**config.mk**
```make
export PLATFORM = sky130hd
export DESIGN_NAME = frb_ram
export DESIGN_NICKNAME = d
export VERILOG_FILES = /design/src/rtl/frb_ram.sv
export SDC_FILE = /design/constraint.sdc
export NUM_CORES = 2
export LEC_CHECK = 0
export BUFFER_PORTS_ARGS = -buffer_cell sky130_fd_sc_hd__buf_2
export CORE_MARGIN = 1.5
export CORE_UTILIZATION = 55
export DETAILED_ROUTE_END_ITERATION = 6
export PLACE_DENSITY = 0.81
export SYNTH_ARGS = -nofsm -noshare
export SYNTH_HDL_FRONTEND = slang
export SYNTH_SLANG_ARGS = --single-unit
export TNS_END_PERCENT = 1
```
**constraint.sdc**
```tcl
create_clock -name clk -period 3.1 [get_ports clk]
set_input_delay 0.465 -clock clk [delete_from_list [all_inputs] [get_ports clk]]
set_output_delay 0.465 -clock clk [all_outputs]
set_load 0.02 [all_outputs]
```
**src/rtl/frb_ram.sv**
```systemverilog
`timescale 1ns / 1ps

module frb_ram #(
	parameter int WIDTH = 8,
	parameter int DEPTH = 256
) (
	input  logic                     clk,
	input  logic                     wr_en,
	input  logic [$clog2(DEPTH)-1:0] wr_addr,
	input  logic [WIDTH-1:0]         wr_data,
	input  logic                     rd_en,
	input  logic [$clog2(DEPTH)-1:0] rd_addr,
	output logic [WIDTH-1:0]         rd_data
);

	logic [WIDTH-1:0] mem [DEPTH];

	always_ff @(posedge clk) begin
		if (wr_en) begin
			mem[wr_addr] <= wr_data;
		end
		// hold read data between reads
		if (rd_en) begin
			rd_data <= mem[rd_addr];
		end
	end

endmodule

```
Yosys cells after proc, flatten, opt, wreduce, memory -nomap -nowiden
Memories as Yosys holds them, arrays and structs flattened. A register that Yosys moved wholly into a read port is not among the register bits.
Cells that the tools add are included.
W data, S select, Z words.
{"block": "totals", "register_bits": 0, "ramBits": 2048, "mem_count": 1}
{"block": "op_classes", "mux": 2}
{"memory": "mem", "words": 256, "width": 8, "read_ports": 1, "rd_clocked_by_memory_dff": 1, "write_ports": 1, "line": "16", "rtl": "logic [WIDTH-1:0] mem [DEPTH];"}
{"operator": "$mux W1", "n": 2}

Logic depth before layout (Yosys ltp)
{"block": "logic_depth", "word_depth": 2, "mapped_depth": 11, "mapped_depth_nobuf": 6}

Least setup slack after synthesis
Ideal clock, no wire load.
{"block": "synth_path", "path_type": "input port to flip-flop", "from": "in rd_addr[0]", "to": "reg rd_data[2], read port of mem, data pin", "arrival_time_ps": 2272, "n_path_buf": 4, "path_stages": 9, "t_required_ps": 2831, "setup_time_ps": 269, "slack_ps": 559, "path_cell_list": "buf_6 > buf_12 > buf_8 > buf_2 > mux4_2 > a22oi_1 > a21oi_1 > nor4_1 > nor4_2"}
{"item": "start: declaration", "line": "12", "rtl": "input logic [$clog2(DEPTH)-1:0] rd_addr,"}
{"item": "end: declaration", "line": "13", "rtl": "output logic [WIDTH-1:0] rd_data"}

==> impl_metrics.py <==
metrics = {
    "synth": {
        "seq_area_frac_synth_pct": 77.5,
        "yosysWarnings": 0,
        "synth.top_cell.area_share_pct": 77.5,
        "synthesis.instances": 3733,
        "synth_cell_type_count": 54,
        "yosys.area.top_type": "edfxtp_1",
        "synthTopCellsByArea": "edfxtp_1 78%, mux4_2 13%, mux2i_1 1.7%",
        "mappedNetlistArea_um2": 79600,
        "synth-seq-cells": 2056,
        "synth_area_per_cell_um2": 21.3,
        "synth_fp_nets": 3760,
    },
    "worst_setup_path": {
        "worstSetupEndpointType": "flip-flop",
        "path_buf_inv": 0,
        "path_cells": "mux4_2, a22o_1, a221oi_1, o32ai_1, nor3_1, nor4_1",
        "worstSetupPathType": "flip-flop to flip-flop",
        "startpoint_type": "flip-flop",
        "critical-path-max-stage-delay_ns": 0.57,
        "cp_max_fo": 1,
        "arrival_ns": 3.56,
        "path_delay_family": "compound AO/OA/AOI/OAI gates",
        "required_ns": 3.63,
        "critPathSlowestCell": "a221oi_1",
    },
    "cts": {
        "postCtsResizedCells": 0,
        "clkTransAtPathRegs_ns": 0.07,
        "cts_tree": "done",
        "postCtsSetupBuffers": 0,
        "htree_levels": 4,
        "cts.sinks": 2056,
        "cts_hold_buf": 0,
        "cts_root_buf": "clkbuf_16",
        "numCtsBuffers": 188,
        "cts_buffer_depth": 3,
        "clk_latency_ns": 0.81,
    },
    "global_routing": {
        "grt-ovfl-total": 0,
        "groute.usage.overall_pct": 28.5,
        "antenna_found_initial": 9,
        "grt_pass1_vias": 42834,
        "grt_pass1_wl_mm": 300,
        "grt_max_degree": 108,
    },
    "detailed_routing": {
        "firstDrtPassIters": 7,
        "drc": 4,
        "wl_met2_mm": 99.7,
        "totalWireLength_mm": 207,
        "highest_layer": "met5",
        "ant_nets": 0,
        "met3WireLength_mm": 28.3,
        "via_count": 42742,
        "drt_iter0_drc": 7008,
        "wl_met1_mm": 68.3,
        "vias_per_cell": 6.78,
        "avgRoutedWirePerCell_um": 32.8,
    },
    "floorplan": {
        "io_pins": 35,
        "start_util_pct": 55.4,
        "fp.dieH_um": 384,
        "die_area_um2": 147000,
        "die_w_um": 384,
        "core_um2": 144000,
        "row_count": 139,
    },
    "place": {
        "hpwl_mm": 123,
        "io_buffers": 34,
        "post_dp_cell_area_um2": 85500,
        "placedCellCount": 5962,
        "gp_congestion": 0.904,
    },
    "timing": {
        "final_max_slew_viol_count": 0,
        "setup_violations": 0,
        "timing.setup.tns_ns": 0,
        "fin_skew_ns": 0.0246,
        "period_share_pct": 97.7,
        "max_slew_margin_pct": 21.0,
        "period_needed_ns": 3.03,
        "hold_viol_final": 0,
        "tightest_slew_ns": 1.17,
        "rsz0062_at_grt": "no",
        "fin_hold_ws_ns": 0.130,
        "fmax_mhz": 330,
    },
    "cells_and_area": {
        "regArea_um2": 61700,
        "syn_to_final_growth_pct": 14.9,
        "fillers": 8767,
        "layout.nets": 4276,
        "instances_no_fill": 6304,
        "final_area_um2": 91500,
        "final_cell_mix": "2056 x edfxtp_1, 467 x buf_4, 454 x mux4_2",
        "multi_input_area_um2": 16500,
        "drive_above_1_share_pct": 29.2,
        "final_common_cell": "edfxtp_1",
    },
    "outcome": {
        "status": "complete, but fails checks",
        "violations": "DRC",
    },
    "min_path": {
        "hold_class": "input port to flip-flop",
    },
    "power": {
        "p_per_area_nw_per_um2": 617,
        "peakVddDrop_uv": 613,
        "finalPower_mw": 56.4,
        "p_leak_nw": 29.3,
    },
    "job": {
        "maxCapViolations": 0,
    },
}
-- sequential cells by signal, indices dropped and copies added, names as in the netlist --
name	cells
mem	2048
rd_data	8
-- logic make-up after synthesis --
logic type | after synthesis | share of synthesized area, %
compound gates | 385 | 3.42
buf+inv | 235 | 1.83
mux | 591 | 14.6
simple gates | 466 | 2.63
flops | 2056 | 77.5
-- synthesized netlist by cell type (all sizes together) --
library cell,number
or3b,1
and3b,2
a22o,8
nor4b,1
o22ai,28
nand2b,8
buf,122
or2b,1
and3,1
mux2,1
o21ai,12
nand2,33
edfxtp,2056
mux4,456
a211oi,16
clkinv,1
o311ai,1
nor2b,31
a2111oi,5
and2,6
nor3,22
o221ai,47
o32ai,5
a31oi,2
mux2i,134
nor4,27
inv,1
o211ai,10
nand3,34
a221oi,14
a22oi,133
clkbuf,111
a311oi,2
or2,4
nor3b,1
nor2,282
nand3b,2
o22a,5
a21oi,96
nand4,10
a21boi,1
-- stage by stage --
| stage | worst slack, ns | utilization (%) |
|---|---|---|
| 6_report | 0.0705 | 63.7 |
| 5_1_grt | 0.0644 | 63.7 |
| 4_1_cts | 0.0681 | 63.7 |
| 3_5_place_dp | -0.697 | 59.5 |
| 3_3_place_gp | -0.752 | 59.5 |
| 2_1_floorplan | 0.559 | - |
-- worst paths after layout --
kind | slack (ns) | start | depth (start not counted) | endpoint
max | 0.07 | mem[82][3] | 6 | rd_data[3]
min | 0.13 | rd_en | 1 | rd_data[6]
max reg2reg | 0.07 | mem[82][3] | 6 | rd_data[3]
min reg2reg | 1.25 | mem[178][4] | 5 | rd_data[4]
-- area by class of cell --
type | count | area share [%]
flip-flops and latches | 2056 | 67.5
multi-input cells | 1442 | 18.0
repair buffers | 559 | 5.40
clock buffers | 222 | 5.40
well taps | 1903 | 2.60
clock inverters | 115 | 1.10
diodes | 5 | 0.0137
inverters | 2 | 0.00820
-- per-layer routing --
layer  global-route usage [%]  vias up
met5                        0        -
met4                     12.6       12
met3                     7.17      669
met2                     45.2     3591
met1                     37.7    21767
li1                         -    16703
-- power breakdown --
part	internal, mW	total [mW]	switching [mW]
clock network	12.7	22.7	9.93
registers	30.6	30.7	0.0552
logic	1.14	3.04	1.91
total	44.5	56.4	11.9
No activity file was read; power rests on OpenSTA's default activity.
