$ cat src/rtl/frb_pkg.sv
`timescale 1ns / 1ps

package frb_pkg;

	localparam int MAX_FRAME   = 4096;
	localparam int STORE_DEPTH = 8192;
	localparam int FRAME_SLOTS = 64;

	localparam int BYTE_W = 8;
	localparam int LEN_W  = 13;
	localparam int ADDR_W = $clog2(STORE_DEPTH);
	localparam int USED_W = $clog2(STORE_DEPTH + 1);
	localparam int SLOT_W = $clog2(FRAME_SLOTS);
	localparam int QCNT_W = $clog2(FRAME_SLOTS + 1);
	localparam int CMD_W  = 2;
	localparam int STS_W  = 3;

	localparam logic [BYTE_W-1:0] CHAR_LF = 8'h0A;
	localparam logic [BYTE_W-1:0] CHAR_CR = 8'h0D;

	localparam logic [LEN_W-1:0] MAX_FRAME_RESET = LEN_W'(1024);

	typedef enum logic [CMD_W-1:0] {
		CMD_PUSH  = 2'd0,
		CMD_POP   = 2'd1,
		CMD_FLUSH = 2'd2,
		CMD_NONE  = 2'd3
	} cmd_t;

	typedef enum logic [STS_W-1:0] {
		STS_OK         = 3'd0,
		STS_TOO_LONG   = 3'd1,
		STS_BAD_CONFIG = 3'd2,
		STS_NO_FRAME   = 3'd3,
		STS_FULL       = 3'd4
	} status_t;

	typedef struct packed {
		status_t             status;
		logic [BYTE_W-1:0]   out_byte;
		logic                byte_valid;
		logic                frame_last;
		logic                frame_empty;
		logic [LEN_W-1:0]    partial_count;
	} res_t;

	typedef struct packed {
		logic                wr_en;
		logic [ADDR_W-1:0]   wr_addr;
		logic [BYTE_W-1:0]   wr_data;
		logic                rd_en;
		logic [ADDR_W-1:0]   rd_addr;
	} store_req_t;

	typedef struct packed {
		logic                wr_en;
		logic [SLOT_W-1:0]   wr_addr;
		logic [LEN_W-1:0]    wr_data;
		logic                rd_en;
		logic [SLOT_W-1:0]   rd_addr;
	} queue_req_t;

endpackage

$ cat src/rtl/frb_core.sv
`timescale 1ns / 1ps

module frb_core (
	input  logic                          clk,
	input  logic                          arst_n,
	input  logic                          cfg_wr_en,
	input  logic [frb_pkg::LEN_W-1:0]     cfg_wr_data,
	input  logic                          in_valid,
	output logic                          in_ready,
	input  logic [frb_pkg::CMD_W-1:0]     command,
	input  logic [frb_pkg::BYTE_W-1:0]    data_byte,
	input  logic                          slot_free,
	output logic                          res_valid,
	output frb_pkg::res_t                 res,
	output frb_pkg::store_req_t           store_req,
	input  logic [frb_pkg::BYTE_W-1:0]    store_rd_data,
	output frb_pkg::queue_req_t           queue_req,
	input  logic [frb_pkg::LEN_W-1:0]     queue_rd_data
);

	import frb_pkg::*;

	typedef enum logic {
		ST_IDLE,
		ST_POP
	} state_t;

	state_t              state_q, state_d;
	logic [LEN_W-1:0]    max_frame_q;
	logic [ADDR_W-1:0]   wr_ptr_q, wr_ptr_d;
	logic [ADDR_W-1:0]   rd_ptr_q, rd_ptr_d;
	logic [USED_W-1:0]   used_q, used_d;
	logic [LEN_W-1:0]    partial_q, partial_d;
	logic [SLOT_W-1:0]   head_q, head_d;
	logic [SLOT_W-1:0]   tail_q, tail_d;
	logic [QCNT_W-1:0]   qcount_q, qcount_d;
	logic [LEN_W-1:0]    pop_off_q, pop_off_d;
	logic [BYTE_W-1:0]   last_byte_q;
	logic [LEN_W-1:0]    limit;
	logic [LEN_W-1:0]    pop_off_inc;
	logic [LEN_W-1:0]    frame_len;
	logic                strip_cr;
	logic                accept;
	logic                push_store;

	assign limit = (max_frame_q > LEN_W'(MAX_FRAME)) ? LEN_W'(MAX_FRAME) : max_frame_q;
	assign in_ready = (state_q == ST_IDLE) && slot_free;
	assign accept = in_valid && in_ready;
	assign pop_off_inc = pop_off_q + LEN_W'(1);
	// last stored byte of the partial frame sits in last_byte_q
	assign strip_cr = (partial_q != '0) && (last_byte_q == CHAR_CR);
	assign frame_len = partial_q - LEN_W'(strip_cr);

	always_comb begin
		state_d    = state_q;
		wr_ptr_d   = wr_ptr_q;
		rd_ptr_d   = rd_ptr_q;
		used_d     = used_q;
		partial_d  = partial_q;
		head_d     = head_q;
		tail_d     = tail_q;
		qcount_d   = qcount_q;
		pop_off_d  = pop_off_q;
		push_store = 1'b0;
		res_valid  = 1'b0;
		res        = '0;
		res.status = STS_OK;
		store_req  = '0;
		queue_req  = '0;

		case (state_q)
			ST_IDLE: begin
				if (accept) begin
					case (cmd_t'(command))
						CMD_PUSH: begin
							res_valid = 1'b1;
							if (limit == '0) begin
								res.status = STS_BAD_CONFIG;
								state_d    = ST_IDLE;
								wr_ptr_d   = '0;
								rd_ptr_d   = '0;
								used_d     = '0;
								partial_d  = '0;
								head_d     = '0;
								tail_d     = '0;
								qcount_d   = '0;
								pop_off_d  = '0;
							end else if (data_byte == CHAR_LF) begin
								if (qcount_q >= QCNT_W'(FRAME_SLOTS)) begin
									res.status = STS_FULL;
									wr_ptr_d   = '0;
									rd_ptr_d   = '0;
									used_d     = '0;
									partial_d  = '0;
									head_d     = '0;
									tail_d     = '0;
									qcount_d   = '0;
									pop_off_d  = '0;
								end else begin
									// drop a carriage return just before the newline
									wr_ptr_d          = wr_ptr_q - ADDR_W'(strip_cr);
									used_d            = used_q - USED_W'(strip_cr);
									queue_req.wr_en   = 1'b1;
									queue_req.wr_addr = tail_q;
									queue_req.wr_data = frame_len;
									tail_d            = tail_q + SLOT_W'(1);
									qcount_d          = qcount_q + QCNT_W'(1);
									partial_d         = '0;
								end
							end else if (partial_q >= limit) begin
								res.status = STS_TOO_LONG;
								wr_ptr_d   = '0;
								rd_ptr_d   = '0;
								used_d     = '0;
								partial_d  = '0;
								head_d     = '0;
								tail_d     = '0;
								qcount_d   = '0;
								pop_off_d  = '0;
							end else if (used_q >= USED_W'(STORE_DEPTH)) begin
								res.status = STS_FULL;
								wr_ptr_d   = '0;
								rd_ptr_d   = '0;
								used_d     = '0;
								partial_d  = '0;
								head_d     = '0;
								tail_d     = '0;
								qcount_d   = '0;
								pop_off_d  = '0;
							end else begin
								push_store        = 1'b1;
								store_req.wr_en   = 1'b1;
								store_req.wr_addr = wr_ptr_q;
								store_req.wr_data = data_byte;
								wr_ptr_d          = wr_ptr_q + ADDR_W'(1);
								used_d            = used_q + USED_W'(1);
								partial_d         = partial_q + LEN_W'(1);
							end
						end
						CMD_POP: begin
							if (qcount_q == '0) begin
								res_valid  = 1'b1;
								res.status = STS_NO_FRAME;
							end else begin
								// fetch head length and next byte together
								queue_req.rd_en   = 1'b1;
								queue_req.rd_addr = head_q;
								store_req.rd_en   = 1'b1;
								store_req.rd_addr = rd_ptr_q;
								state_d           = ST_POP;
							end
						end
						CMD_FLUSH: begin
							res_valid = 1'b1;
							wr_ptr_d  = '0;
							rd_ptr_d  = '0;
							used_d    = '0;
							partial_d = '0;
							head_d    = '0;
							tail_d    = '0;
							qcount_d  = '0;
							pop_off_d = '0;
						end
						default: begin
							res_valid = 1'b1;
						end
					endcase
				end
			end
			ST_POP: begin
				// wait for the output slot; read data holds meanwhile
				if (slot_free) begin
					res_valid = 1'b1;
					state_d   = ST_IDLE;
					if (queue_rd_data == '0) begin
						res.frame_last  = 1'b1;
						res.frame_empty = 1'b1;
						head_d          = head_q + SLOT_W'(1);
						qcount_d        = qcount_q - QCNT_W'(1);
						pop_off_d       = '0;
					end else begin
						res.out_byte   = store_rd_data;
						res.byte_valid = 1'b1;
						rd_ptr_d       = rd_ptr_q + ADDR_W'(1);
						if (used_q != '0) begin
							used_d = used_q - USED_W'(1);
						end
						pop_off_d = pop_off_inc;
						if (pop_off_inc >= queue_rd_data) begin
							res.frame_last = 1'b1;
							head_d         = head_q + SLOT_W'(1);
							qcount_d       = qcount_q - QCNT_W'(1);
							pop_off_d      = '0;
						end
					end
				end
			end
			default: begin
				state_d = ST_IDLE;
			end
		endcase

		res.partial_count = partial_d;
	end

	always_ff @(posedge clk or negedge arst_n) begin
		if (!arst_n) begin
			state_q     <= ST_IDLE;
			max_frame_q <= MAX_FRAME_RESET;
			wr_ptr_q    <= '0;
			rd_ptr_q    <= '0;
			used_q      <= '0;
			partial_q   <= '0;
			head_q      <= '0;
			tail_q      <= '0;
			qcount_q    <= '0;
			pop_off_q   <= '0;
		end else begin
			state_q   <= state_d;
			wr_ptr_q  <= wr_ptr_d;
			rd_ptr_q  <= rd_ptr_d;
			used_q    <= used_d;
			partial_q <= partial_d;
			head_q    <= head_d;
			tail_q    <= tail_d;
			qcount_q  <= qcount_d;
			pop_off_q <= pop_off_d;
			if (cfg_wr_en) begin
				max_frame_q <= cfg_wr_data;
			end
		end
	end

	always_ff @(posedge clk) begin
		if (push_store) begin
			last_byte_q <= data_byte;
		end
	end

endmodule

$ cat config.mk
export PLATFORM = sky130hd
export DESIGN_NAME = frb_core
export DESIGN_NICKNAME = d
export VERILOG_FILES = /design/src/rtl/frb_pkg.sv /design/src/rtl/frb_core.sv
export SDC_FILE = /design/constraint.sdc
export NUM_CORES = 1
export LEC_CHECK = 0
export BUFFER_PORTS_ARGS = -buffer_cell sky130_fd_sc_hd__buf_2
export CAP_MARGIN = 20
export CORE_ASPECT_RATIO = 1.75
export CORE_MARGIN = 10
export CORE_UTILIZATION = 52
export CTS_BUF_LIST = sky130_fd_sc_hd__clkbuf_16
export DETAILED_ROUTE_END_ITERATION = 7
export PLACE_DENSITY = 0.75
export SYNTH_ARGS = -nofsm -noshare
export SYNTH_HDL_FRONTEND = slang
export SYNTH_SLANG_ARGS = --single-unit
$ cat constraint.sdc
create_clock -name clk -period 3.5 [get_ports clk]
set_input_delay 0.7 -clock clk [delete_from_list [all_inputs] [get_ports clk]]
set_output_delay 0.7 -clock clk [all_outputs]
set_load 0.02 [all_outputs]
# After elaboration in Yosys (flattened, before gate mapping)
# Cells that the tools add are included.
word_totals:
  out_inout_bits: 92
  word_cells: 174
  mem_bits_rw: 0
  in_bits: 49
  mem_bits_ro: 0
  reg_bits: 107
  latch_bits: 0
  n_memories: 0
classes:
  n_eq_ne: 13
  n_reduce_logical: 17
  n_addsub: 13
  div_mod_pow: 0
  multipliers: 0
  n_lt_le_gt_ge: 5
  muxes: 114
  bitwise_logic: 1
  n_shift: 0
ops:
  columns: ["op", "n"]
  rows:
  - ["2-to-1 mux 13 bit", 23]
  - ["2-to-1 mux 14 bit", 11]
  - ["case mux 13 bit (2 select lines)", 5]
  - ["2-to-1 mux 22 bit", 5]
  - ["2-to-1 mux 20 bit", 4]
  - ["2-to-1 mux 7 bit", 11]
  - ["2-to-1 mux 36 bit", 2]
  - ["2-to-1 mux 6 bit", 12]
  - ["case mux 14 bit (2 select lines)", 2]
  - ["2-to-1 mux 27 bit", 2]
  - ["adder 13 x 1 -> 13 bit (second input constant)", 4]
  - ["case mux 6 bit (2 select lines)", 3]
  - ["case mux 7 bit (2 select lines)", 2]
  - ["greater-or-equal comparator 13 bit", 2]
  - ["logical NOT 13 bit", 2]
  - ["subtractor 13 x 1 -> 13 bit", 2]
  - ["2-to-1 mux 11 bit", 2]
  - ["2-to-1 mux 3 bit", 7]
  - ["2-to-1 mux 1 bit", 18]
  - ["== test 8 x 4 -> 1 bit (second input constant)", 2]
  - ["AND reduction 5 bit", 3]
  - ["adder 14 x 1 -> 14 bit (second input constant)", 1]
  - ["greater-or-equal comparator 14 bit (second input constant)", 1]
  - ["nonzero test 14 bit", 1]
  - ["other kinds (27)", 36]

# Logic depth before layout (Yosys ltp)
logic_depth:
  word_depth: 9
  mapped_depth: 17
  mapped_depth_nobuf: 15

# Worst setup path before layout
# Ideal clock, no wire load.
synth_path:
  path_kind: "flip-flop to output port"
  from: "register max_frame_q[12]"
  to: "output res[1] in the netlist's numbering"
  stages_incl_launch_ff: 15
  t_arrival_ps: 3099
  path_slack_ps: -299
  required_time_ps: 2800
  cell_sequence: "dfrtp_1 inv_1 clkbuf_1 nand2_1 ha_1 and4_1 a41o_1 a21oi_1 and3_1 buf_2 nand3_1 inv_2 clkbuf_1 nand2_1 o21ai_0"
synth_rtl:
  columns: ["element", "line_no", "rtl"]
  rows:
  - ["start, declared", "frb_core.sv:29", "logic [LEN_W-1:0] max_frame_q;"]
  - ["start signal, assigned", "frb_core.sv:229", "max_frame_q <= cfg_wr_data;"]
  - ["end, declared", "frb_core.sv:14", "output frb_pkg::res_t res,"]

==> reports/results.tsv <==
stage	metric	value	unit
outcome	status	finished, violations left	
outcome	failed_checks	negative setup slack	
clock_tree	cts_hold_buf	0	
placement	gp_congestion	0.996	
final_layout	fill_cells	1136	
setup_path	max_stage_delay	0.45	ns
final_layout	area_growth	35.5	%
sta	timing.setup.tns	-13.70	ns
setup_path	path_cells	clkinvlp_4 > nand2_2 > ha_1 > o21ai_1 > a21oi_1 > o31ai_4 > and3_4 > nand3_4 > buf_12 > clkinvlp_4 > nand2_1 > o21ai_2 > buf_6	
floorplanning	die_x	114	um
clock_tree	root_buffer	clkbuf_16	
setup_path	critPathSlowestCell	dfrtp_2	
floorplanning	coreArea	15300	um^2
yosys	synth_seq_area_share	0.337	
floorplanning	num_rows	60	
sta	worst_pin_slew	0.817	ns
sta	rsz0062_at_grt	true	
yosys	synth_cells	964	
floorplanning	io_pins	141	
setup_path	cp_top_family	compound AO/OA/AOI/OAI gates	
clock_tree	cts_tree	yes	
route	ant_nets	0	
clock_tree	path_clk_slew	0.08	ns
sta	period_share	1.13	
global_route	grt_pass1_wl	42.5	mm
global_route	grt_overflow_total	0	
setup_path	endpoint_kind	output port	
sta	drv_slew	0	
yosys	async_reset_ff_frac	0.925	
run	drv_cap	0	
yosys	synth_cell_type_count	85	
sta	fin_hold_ws	0.422	ns
pwr	leakage	5.09	nW
yosys	synth_nets	1056	
pwr	power_density	328	nW/um^2
route	vias	8930	
sta	max_freq	252	MHz
route	drc_errors	0	
route	vias_per_cell	6.61	
setup_path	critPathBufInv	4	
sta	finalSetupViolCount	47	
placement	hpwlAfterDp	19.0	mm
global_route	grt_max_degree	59	
placement	io_buffers	140	
floorplanning	die_y	185	um
final_layout	regArea	2720	um^2
clock_tree	ctsLongestPathBuffers	2	
clock_tree	cts.sinks	107	
route	detail_route.wl_per_cell	22.4	um
pwr	ir_drop	0.000369	V
yosys	synth-edff-count	8	
sta	finClkSkew	0.0101	ns
final_layout	diodes	0	
sta	slew_headroom	0.455	
global_route	grt_usage	0.244	
yosys	synth.avg_cell_area	8.36	um^2
sta	fin_crit	3.96	ns
final_layout	multiInputGateArea	5690	um^2
final_layout	fin_nets	1251	
yosys	ys.flop_type	dfrtp_1	
setup_path	path_max_fanout	5	
clock_tree	clk_latency	0.36	ns
global_route	grt_pass1_vias	8479	
route	wl	30.3	mm
final_layout	drive_above_1_share	0.352	
setup_path	path_common_cell	clkinvlp_4	
yosys	syn_area	8060	um^2
floorplanning	initial_core_util	0.526	
route	drt_iter0_markers	870	
setup_path	crit_arrival	3.26	ns
route	dr.pass1.iters	6	
setup_path	cp-start-kind	flop	
floorplanning	fp.dieArea	21100	um^2
clock_tree	numCtsBuffers	9	
setup_path	crit_type	flop to output port	
yosys	ys_seq_elements	107	
setup_path	cp.required	2.80	ns
clock_tree	htreeDepth	3	
global_route	antenna_found_initial	0	
yosys	yosys_warnings	0	
sta	hold_viol	0	
sta	final.setup.worst_slack	-0.463	ns
hold_path	hold_class	input pin to async pin	
flip-flops by register name, summed over array words and instances, names as in the netlist, 6 cells and up:
name	cells
last_byte_q	8
max_frame_q	13
head_q	6
wr_ptr_q	13
pop_off_q	13
partial_q	13
used_q	14
rd_ptr_q	13
tail_q	6
qcount_q	7
final timing paths:
check / from / slack (ns) / depth (start not counted) / to
worst min register to register: qcount_q[5] / 0.52 / 1 / qcount_q[5]
worst max register to register: partial_q[0] / -0.01 / 13 / wr_ptr_q[11]
min in group clk: qcount_q[5] / 0.52 / 1 / qcount_q[5]
worst min-delay path: arst_n / 0.42 / 1 / partial_q[11]
worst max-delay path: max_frame_q[12] / -0.46 / 13 / res[4]
max in group asynchronous: arst_n / 2.32 / 2 / head_q[4]
cell usage after synthesis, types with 10 or more instances:
cell type	n	share of area
o22ai_1	11	0.0085
or3_1	12	0.0093
a31oi_1	10	0.0078
nand3_1	59	0.037
nor4_1	21	0.016
a22o_1	17	0.018
xnor2_1	13	0.014
xor2_1	11	0.012
mux2_2	14	0.020
o21ai_0	50	0.031
nand2b_1	15	0.012
a21oi_1	39	0.024
dfrtp_1	98	0.30
and2_1	47	0.036
inv_1	32	0.015
nand2_1	94	0.044
ha_1	43	0.067
and3_1	45	0.035
nor3_1	23	0.014
clkbuf_1	43	0.020
nor2_1	74	0.034
cells in the final DEF, fill, tap and decap left out, types with 8 or more instances in the layout:
master,synthesis,final
nand3_1,59,53
and2_1,47,30
edfxtp_1,8,8
nand2b_1,15,15
mux2_2,14,14
buf_2,8,96
xor2_1,11,9
ha_1,43,31
o22ai_1,11,11
nand2_1,94,76
o21ai_1,9,8
and2_4,0,18
nor4_1,21,16
nand2_2,0,11
buf_4,3,93
a21oi_1,39,33
dfrtp_1,98,96
or3_1,12,9
a22o_1,17,17
ha_4,0,10
a31oi_1,10,10
nor3_1,23,22
xnor2_1,13,12
a221oi_1,8,8
o21ai_0,50,37
o21ai_4,0,11
buf_6,0,41
and3_1,45,40
nor2_1,74,67
clkbuf_16,0,11
nand4_1,9,9
inv_1,32,31
worst register-to-register path, stage by stage (launching register included):
cell,delay [ns]
dfrtp_1,0.36
inv_1,0.18
ha_1,0.26
nor4b_2,0.16
a21oi_2,0.23
buf_6,0.17
ha_4,0.14
or3b_4,0.38
or3_4,0.39
or3_4,0.36
or3_4,0.40
nor3_2,0.14
a221oi_1,0.11
a31oi_1,0.15
repair_timing:
| item | CTS | global route |
|---|---|---|
| resized for setup | 117 | 136 |
| pin swaps | 19 | 56 |
| setup endpoints to repair | 44 | 72 |
| setup buffers | 16 | 26 |
| cloned | 3 | 2 |
where the power goes:
part | switching [mW] | internal, mW | leakage, nW | total [mW]
registers | 0.190 | 1.35 | 1.40 | 1.54
logic | 0.582 | 0.404 | 3.54 | 0.987
clock network | 0.545 | 0.505 | 0.146 | 1.05
stage by stage:
step	setup slack, ns	total power [mW]	cell area [um^2]	instances	util
detailed placement	0.0585	2.35	9240	1291	0.603
global placement	0.0843	2.33	9240	1291	0.603
floorplan	-0.0349	2.07	8070	964	-
CTS	-0.132	3.41	10100	1326	0.662
finish	-0.463	3.58	10900	1350	0.713
global route	-0.504	3.73	10900	1350	0.713
per-layer routing:
metal | vias to the layer above | wire (um) | track usage
met2 | 529 | 16100 | 0.457
met3 | 165 | 2190 | 0.0482
met5 | - | 0 | 0
met4 | 0 | 1950 | 0.120
li1 | 3980 | - | -
met1 | 4256 | 10000 | 0.247
kinds of logic after synthesis:
group / synth area share
mux: 0.0221
buf+inv: 0.0446
compound gates: 0.207
flops: 0.337
fa+ha+maj: 0.0668
simple gates: 0.296
xor+xnor: 0.0261
final cells by class:
class | count | share of cell area
Inverter | 33 | 0.0120
Clock buffer | 9 | 0.0206
Timing Repair Buffer | 239 | 0.168
Tap cell | 186 | 0.0213
Sequential cell | 107 | 0.249
Clock inverter | 7 | 0.00665
Timing Repair inverter | 2 | 0.00138
Multi-Input combinational cell | 767 | 0.521
(Power assumes the default switching activity.)
